$ cat config.mk
export PLATFORM = sky130hd
export DESIGN_NAME = simon32_64_block_encrypt_flat
export DESIGN_NICKNAME = d
export VERILOG_FILES = /design/src/hdl/simon_pkg.sv /design/src/hdl/simon_plain_if.sv /design/src/hdl/simon_cipher_if.sv /design/src/hdl/simon32_64_block_encrypt.sv /design/src/hdl/simon_round.sv /design/src/flat_wrapper.sv
export SDC_FILE = /design/constraint.sdc
export NUM_CORES = 2
export LEC_CHECK = 0
export BUFFER_PORTS_ARGS = -buffer_cell sky130_fd_sc_hd__buf_2
export CORE_ASPECT_RATIO = 1.5
export CORE_UTILIZATION = 42
export DETAILED_ROUTE_END_ITERATION = 6
export MAX_ROUTING_LAYER = met4
export PLACE_DENSITY = 0.67
export SYNTH_ARGS = -nofsm -noshare
export SYNTH_HDL_FRONTEND = slang
export SYNTH_SLANG_ARGS = --single-unit
$ cat constraint.sdc
create_clock -name clk -period 9.7 [get_ports clk]
set_clock_uncertainty 0.2 [all_clocks]
set_input_delay 1.455 -clock clk [delete_from_list [all_inputs] [get_ports clk]]
set_output_delay 1.455 -clock clk [all_outputs]
set_load 0.01 [all_outputs]
$ cat src/hdl/simon_pkg.sv
// ----------------------------------------------------------------------------
// simon_pkg
// Shared types and constants for the SIMON32/64 encryption pipeline.
// ----------------------------------------------------------------------------
`default_nettype none

package simon_pkg;

  localparam int unsigned WordW  = 16;
  localparam int unsigned BlockW = 2 * WordW;
  localparam int unsigned KeyW   = 4 * WordW;
  localparam int unsigned ZLen   = 31;

  typedef logic [WordW-1:0]       word_t;
  typedef logic [BlockW-1:0]      block_t;
  typedef logic [KeyW-1:0]        key_t;
  // Sliding window of four round keys; entry 0 is the key used this round.
  typedef logic [3:0][WordW-1:0]  key_win_t;

  typedef struct packed {
    word_t left;
    word_t right;
  } half_pair_t;

  // z0 sequence, element 0 in the leftmost bit (period 31).
  localparam logic [0:ZLen-1] Z0_SEQ = 31'b1111101000100101011000011100110;

  localparam word_t KEY_CONST = 16'hfffc;

endpackage

`default_nettype wire

$ cat src/hdl/simon_plain_if.sv
// ----------------------------------------------------------------------------
// simon_plain_if
// Valid/ready channel carrying one plaintext block per transaction.
// ----------------------------------------------------------------------------
`default_nettype none

interface simon_plain_if;
  logic                  valid;
  logic                  ready;
  simon_pkg::block_t     plain_block;

  modport source (output valid, output plain_block, input ready);
  modport sink   (input valid, input plain_block, output ready);
endinterface

`default_nettype wire

$ cat src/hdl/simon_cipher_if.sv
// ----------------------------------------------------------------------------
// simon_cipher_if
// Valid/ready channel carrying one ciphertext block per transaction.
// ----------------------------------------------------------------------------
`default_nettype none

interface simon_cipher_if;
  logic                  valid;
  logic                  ready;
  simon_pkg::block_t     cipher_block;

  modport source (output valid, output cipher_block, input ready);
  modport sink   (input valid, input cipher_block, output ready);
endinterface

`default_nettype wire

$ cat src/hdl/simon32_64_block_encrypt.sv
// ----------------------------------------------------------------------------
// simon32_64_block_encrypt
// SIMON32/64 encryption, fully unrolled round pipeline.
// ----------------------------------------------------------------------------
// Encrypts 32-bit blocks under the 64-bit key in cfg_wdata (low word is the
// first round key; block layout is left word high, right word low). The
// pipeline has ROUNDS register stages, each doing one round and one key
// schedule step, so a block is accepted every cycle while the output is not
// stalled. The round keys travel with each block down the pipeline, so a key
// write takes effect for the very next block. Backpressure on the output holds
// a full stage only when every stage after it is full too; stages upstream of
// an empty stage keep advancing.
`default_nettype none

module simon32_64_block_encrypt #(
  parameter int unsigned ROUNDS = 32
) (
  input  logic                    clk,
  input  logic                    rst_n,
  input  logic                    cfg_we,
  input  simon_pkg::key_t         cfg_wdata,
  simon_plain_if.sink             in_ch,
  simon_cipher_if.source          out_ch
);
  import simon_pkg::*;

  key_t        key_r;
  logic        vld_r   [ROUNDS];
  half_pair_t  state_r [ROUNDS];
  key_win_t    kwin_r  [ROUNDS];
  logic        adv     [ROUNDS+1];

  always_ff @(posedge clk) begin
    if (!rst_n) begin
      key_r <= '0;
    end else if (cfg_we) begin
      key_r <= cfg_wdata;
    end
  end

  assign adv[ROUNDS] = out_ch.ready;
  assign in_ch.ready = adv[0];

  for (genvar s = 0; s < ROUNDS; s++) begin : g_stage
    half_pair_t src_state;
    key_win_t   src_key;
    logic       src_vld;
    half_pair_t nxt_state;
    key_win_t   nxt_key;

    if (s == 0) begin : g_head
      assign src_state = half_pair_t'(in_ch.plain_block);
      assign src_key   = key_win_t'(key_r);
      assign src_vld   = in_ch.valid;
    end else begin : g_body
      assign src_state = state_r[s-1];
      assign src_key   = kwin_r[s-1];
      assign src_vld   = vld_r[s-1];
    end

    simon_round u_round (
      .state_in  (src_state),
      .key_in    (src_key),
      .z_bit     (Z0_SEQ[s % ZLen]),
      .state_out (nxt_state),
      .key_out   (nxt_key)
    );

    // A stage can take new data when empty or when its content moves on.
    assign adv[s] = !vld_r[s] || adv[s+1];

    always_ff @(posedge clk) begin
      if (!rst_n) begin
        vld_r[s] <= 1'b0;
      end else if (adv[s]) begin
        vld_r[s] <= src_vld;
      end
    end

    always_ff @(posedge clk) begin
      if (adv[s] && src_vld) begin
        state_r[s] <= nxt_state;
        kwin_r[s]  <= nxt_key;
      end
    end
  end

  assign out_ch.valid        = vld_r[ROUNDS-1];
  assign out_ch.cipher_block = block_t'(state_r[ROUNDS-1]);

endmodule

`default_nettype wire

$ cat src/hdl/simon_round.sv
// ----------------------------------------------------------------------------
// simon_round
// One SIMON32/64 round plus one step of the key schedule.
// ----------------------------------------------------------------------------
`default_nettype none

module simon_round (
  input  simon_pkg::half_pair_t  state_in,
  input  simon_pkg::key_win_t    key_in,
  input  logic                   z_bit,
  output simon_pkg::half_pair_t  state_out,
  output simon_pkg::key_win_t    key_out
);
  import simon_pkg::*;

  function automatic word_t rotl(input word_t v, input int unsigned s);
    rotl = (v << s) | (v >> (WordW - s));
  endfunction

  function automatic word_t rotr(input word_t v, input int unsigned s);
    rotr = (v >> s) | (v << (WordW - s));
  endfunction

  word_t l;
  word_t t;
  word_t k_next;

  assign l = state_in.left;

  always_comb begin
    state_out.left  = state_in.right ^ (rotl(l, 1) & rotl(l, 8)) ^ rotl(l, 2) ^ key_in[0];
    state_out.right = l;
  end

  // k[i+4] = k[i] ^ t ^ rotr1(t) ^ z ^ const, t = rotr3(k[i+3]) ^ k[i+1]
  assign t      = rotr(key_in[3], 3) ^ key_in[1];
  assign k_next = key_in[0] ^ t ^ rotr(t, 1) ^ {{(WordW-1){1'b0}}, z_bit} ^ KEY_CONST;

  always_comb begin
    key_out[0] = key_in[1];
    key_out[1] = key_in[2];
    key_out[2] = key_in[3];
    key_out[3] = k_next;
  end

endmodule

`default_nettype wire

$ cat src/flat_wrapper.sv
// flat-port wrapper written by rule: the top's interface ports become plain ports
module simon32_64_block_encrypt_flat import simon_pkg::*;
#(
  parameter int unsigned ROUNDS = 32
)
  (clk, rst_n, cfg_we, cfg_wdata, in_ch_valid, in_ch_plain_block, in_ch_ready, out_ch_valid, out_ch_cipher_block, out_ch_ready);
  simon_plain_if in_ch_i ();
  simon_cipher_if out_ch_i ();
  input  logic clk;
  input  logic rst_n;
  input  logic cfg_we;
  input  simon_pkg::key_t cfg_wdata;
  input wire logic [$bits(in_ch_i.valid)-1:0] in_ch_valid;
  input wire logic [$bits(in_ch_i.plain_block)-1:0] in_ch_plain_block;
  output wire logic [$bits(in_ch_i.ready)-1:0] in_ch_ready;
  output wire logic [$bits(out_ch_i.valid)-1:0] out_ch_valid;
  output wire logic [$bits(out_ch_i.cipher_block)-1:0] out_ch_cipher_block;
  input wire logic [$bits(out_ch_i.ready)-1:0] out_ch_ready;
  assign in_ch_i.valid = in_ch_valid;
  assign in_ch_i.plain_block = in_ch_plain_block;
  assign in_ch_ready = in_ch_i.ready;
  assign out_ch_valid = out_ch_i.valid;
  assign out_ch_cipher_block = out_ch_i.cipher_block;
  assign out_ch_i.ready = out_ch_ready;
  simon32_64_block_encrypt #(.ROUNDS(ROUNDS)) u_core (.clk(clk), .rst_n(rst_n), .cfg_we(cfg_we), .cfg_wdata(cfg_wdata), .in_ch(in_ch_i), .out_ch(out_ch_i));
endmodule
# Word level (Yosys, flattened, before mapping)
# Memories as Yosys holds them, arrays and structs flattened.
# Index checks and enable logic that the tools add are counted.
# totals
ramBits,3104
in_bits,101
elab_cells,758
mem_count,3
reg_bits,64
out_inout_bits,34
# mem_list
name,words,width,rd,rd_ports_with_merged_regs,wr,line,source
u_core.kwin_r,32,64,31,0,32,simon32_64_block_encrypt.sv:30,key_win_t kwin_r [ROUNDS];
u_core.state_r,32,32,32,0,32,simon32_64_block_encrypt.sv:29,half_pair_t state_r [ROUNDS];
u_core.vld_r,32,1,32,0,32,simon32_64_block_encrypt.sv:28,logic vld_r [ROUNDS];
# classes
bitwise,465
n_reduce_logical,96
muxes,193
# ops
op,count
XOR 16 bit,192
AND 16 bit,32
OR 13 x 16 -> 16 bit,32
OR 15 x 16 -> 16 bit,32
OR 16 x 1 -> 16 bit,32
OR 16 x 2 -> 16 bit,32
OR 16 x 8 -> 16 bit,32
inverter 14 bit,32
two-way mux 1 bit,193
logical AND 1 bit,32
zero test 1 bit,32
logical OR 1 bit,32
OR 1 bit,32
inverter 1 bit,17

# Logic depth before layout (Yosys ltp)
# An unclocked memory read counts as a cell.
# depth
ltp_word,38
depth_mapped,6
mapped_depth_nobuf,4

# By module
# Synthesis repeated with hierarchy kept, for this count alone.
# unflattened
hier_cells,8090
area_unflattened_um2,144894.0
# by_module_without_submodules
mod,area_per_inst_um2,cells_each,seq_area_each_um2,instances
simon32_64_block_encrypt,94645.8,3418,92558.8,1
simon_round,1570.3,146,0.0,32

# Least setup slack after synthesis
# Ideal clock, no wire load.
# synth_timing
path_type,input to register
from,input out_ch_ready
to,"memory u_core.kwin_r[1][384] (netlist bit), enable pin"
n_path_buf,1
arrival_ps,9244
required_ps,8803
setup_slack_ps,-441
setup_ps,697
stages,5
path_cell_list,and4b_1 > buf_4 > and4_1 > and4_1 > a21boi_0
# synth_lines
item,line,source
"start, declared",flat_wrapper.sv:18,input wire logic [$bits(out_ch_i.ready)-1:0] out_ch_ready;
"end, declared",simon32_64_block_encrypt.sv:30,

==> impl_metrics.ini <==
[timing]
worstMarginPinSlew_ns = 1.241
clock.fmax_mhz = 197.7
fin_crit_sh = 0.5216
finalSetupViolCount = 0
tns_ns = 0
period_minus_slack_ns = 5.059
slew_violations = 0
max_slew_margin = 0.1726
hold_violations = 0
rsz0062_at_grt = no

[final_layout]
fillCellCount = 23360
layout-area-overhead-vs-synth_pct = 12.53
drive_gt1_frac = 0.08257
final_util = 0.4748
fin_nets = 7261

[cts]
htree_levels = 5
cts.reportedPaths.clkPinSlew_ns = 0.07
post_cts_resized = 0
postCtsHoldBufs = 0
cts.sinks = 3008
clockBufferDepth = 4
postCtsSetupBuffers = 0
clock_latency_ns = 0.87
cts_tree = done
cts_root_buf = clkbuf_16
cts_made_buffers = 291

[critical_path]
crit_path_start_kind = flop
arrival_ns = 3.40
cp_cell_sequence = and4_1 > nand4_1 > nor3_4 > buf_4 > nand2_1 > buf_2
setup.worst_path.end_class = output port
crit_fanout = 13
critPathMaxStageDelay_ns = 0.62
crit_family = simple AND/OR/NAND/NOR gates
crit_slowest_cell = nand4_1
path_buf_inv = 2
required_ns = 8.05
critPathKind = reg2out

[synth]
async_flop_share = 0
synthTopCellsByArea = edfxtp_1 (74%), xnor2_1 (19%), xor2_1 (2.3%), nand2_1 (1.7%), dfxtp_1 (1.1%)
yosysTopAreaCell = edfxtp_1
ys_seq_elements = 3008
ys.flop_type = edfxtp_1
syn_inst = 6718
synth_nets = 6819
synth_area_um2 = 119000
ys_top_cells_by_count = edfxtp_1 (2943), xnor2_1 (2568), nand2_1 (549)
synth_edf_count = 2943
synthMostInstantiatedCell = edfxtp_1
avgSynthCellArea_um2 = 17.71
ys_types = 33
ys_seq_area_frac = 0.7537
synth.top_cell.area_share = 0.7428
yosys_warnings = 0

[routing]
num_vias = 53480
drc_errors = 0
wl_um = 291800
drt_iter0_drc = 3608
wl_per_cell_um = 26.25
firstDrtPassIters = 5
vias_per_cell = 4.811
drtAntennaViolNets = 0

[power]
powerDensity_nw_per_um2 = 194.1
vdd_drop_max_uv = 158.5
power_uw = 25990
leakagePower_uw = 0.04122

[min_path]
hold_class = reg2reg

[floorplan]
rows = 239
dieArea_um2 = 285500
dieWidth_um = 436.6
dieHeight_um = 653.9
num_io_pins = 135
start_util = 0.4219
core_area_um2 = 282000

[global_routing]
grt_first_pass_wirelength_um = 403400
antenna_found_initial = 8
grt_util_all_layers = 0.2094
grt_max_degree = 97
overflow = 0
grt_pass1_vias = 55820

[run]
drv_cap = 0

[placed_design]
hpwl_um = 231800
port_buffers = 134
place_congestion = 0.9718

[outcome]
status = completed
## power by group
| part | total [µW] | switching, µW | internal [µW] | leakage, µW |
|---|---|---|---|---|
| clock | 10900 | 4740 | 6150 | 0.00442 |
| combinational | 635 | 335 | 300 | 0.00954 |
| sequential | 14500 | 176 | 14300 | 0.0273 |
## worst register-to-register path, delay by kind of cell (launching register included)
| family | cells | cell delay, ns |
|---|---|---|
| simple gates | 3 | 0.89 |
| buf+inv | 2 | 1.14 |
| compound gates | 1 | 0.74 |
| flops | 1 | 0.52 |
## cells by family (layout without fill, tap and decap cells)
logic type      count (synthesis)  in the layout  synth area share
flops                        3008           3008            0.7537
mux                            64             64          0.005384
simple gates                  696            696           0.02558
other cells                     0              5                 0
buf+inv                        34            692          0.001315
compound gates                 36             36          0.001988
xor+xnor                     2880           2880            0.2120
## layer usage
metal  vias up  part of all wire  global-route usage  wire, µm
met5         -                 0                   -         0
met4         0              0.10              0.1732     29240
met3       854             0.037             0.02618     10870
met2      1619              0.59              0.4229    173400
met1     26480              0.27              0.1574     78340
li1      24520                 -                   -         -
## cells in the final DEF, fill, tap and decap left out, types with 5 or more instances in the layout
cell	instances
a21oi_1	8
clkinv_8	5
diode_2	5
xnor2_1	2568
buf_2	132
nor2_1	9
buf_4	44
clkinvlp_4	6
clkinv_4	5
clkinv_2	43
a31oi_1	7
clkbuf_1	59
inv_6	8
bufinv_16	17
dfxtp_1	65
a21boi_4	12
nor2b_4	9
clkinv_1	57
a31oi_4	7
nand2_1	549
and3_1	8
xor2_1	312
edfxtp_1	2943
inv_1	7
nand3_1	14
and2_1	10
nor2b_1	66
clkbuf_16	299
nand4_1	11
mux2i_1	64
and4_1	5
## through the flow
| stage | std cells | worst slack (ns) | hold slack [ns] | instance area [µm²] |
|---|---|---|---|---|
| 2_1_floorplan | 6718 | -0.1912 | 0.2003 | 119000 |
| 3_3_place_gp | 10600 | 4.726 | 0.2025 | 124800 |
| 3_5_place_dp | 10600 | 4.719 | 0.2045 | 124800 |
| 4_1_cts | 11110 | 4.533 | 0.1787 | 133900 |
| 5_1_grt | 11110 | 4.476 | 0.1808 | 133900 |
| 6_report | 11120 | 4.641 | 0.1761 | 133900 |
## area by class of cell
cell class                 instances  area, µm²  share of cell area
antenna                            5      12.51          0.00009346
clock buffer                     362       7759             0.05795
clock inverter                   147       1274            0.009514
inverter                           7      26.28           0.0001963
multi-input combinational       3676      29470              0.2201
sequential                      3008      89680              0.6698
tap                             3735       4673             0.03491
timing repair buffer             176      991.0            0.007402
## state kept, by name, indices dropped and copies added (netlist names)
signal,count
u_core.vld_r,32
u_core.state_r,1024
u_core.kwin_r,1888
u_core.g_stage.src_key,64
## path summary, 6_finish.rpt
kind / slack, ns / from / cells past startpoint / endpoint
setup / recovery: 4.64 / u_core.vld_r[0][14] / 6 / in_ch_ready
hold / removal: 0.18 / u_core.kwin_r[1][494] / 0 / u_core.kwin_r[1][542]
setup reg to reg: 5.76 / u_core.vld_r[0][14] / 6 / u_core.kwin_r[0][88]
hold reg to reg: 0.18 / u_core.kwin_r[1][494] / 0 / u_core.kwin_r[1][542]
Power figures use the tool's default switching activity.
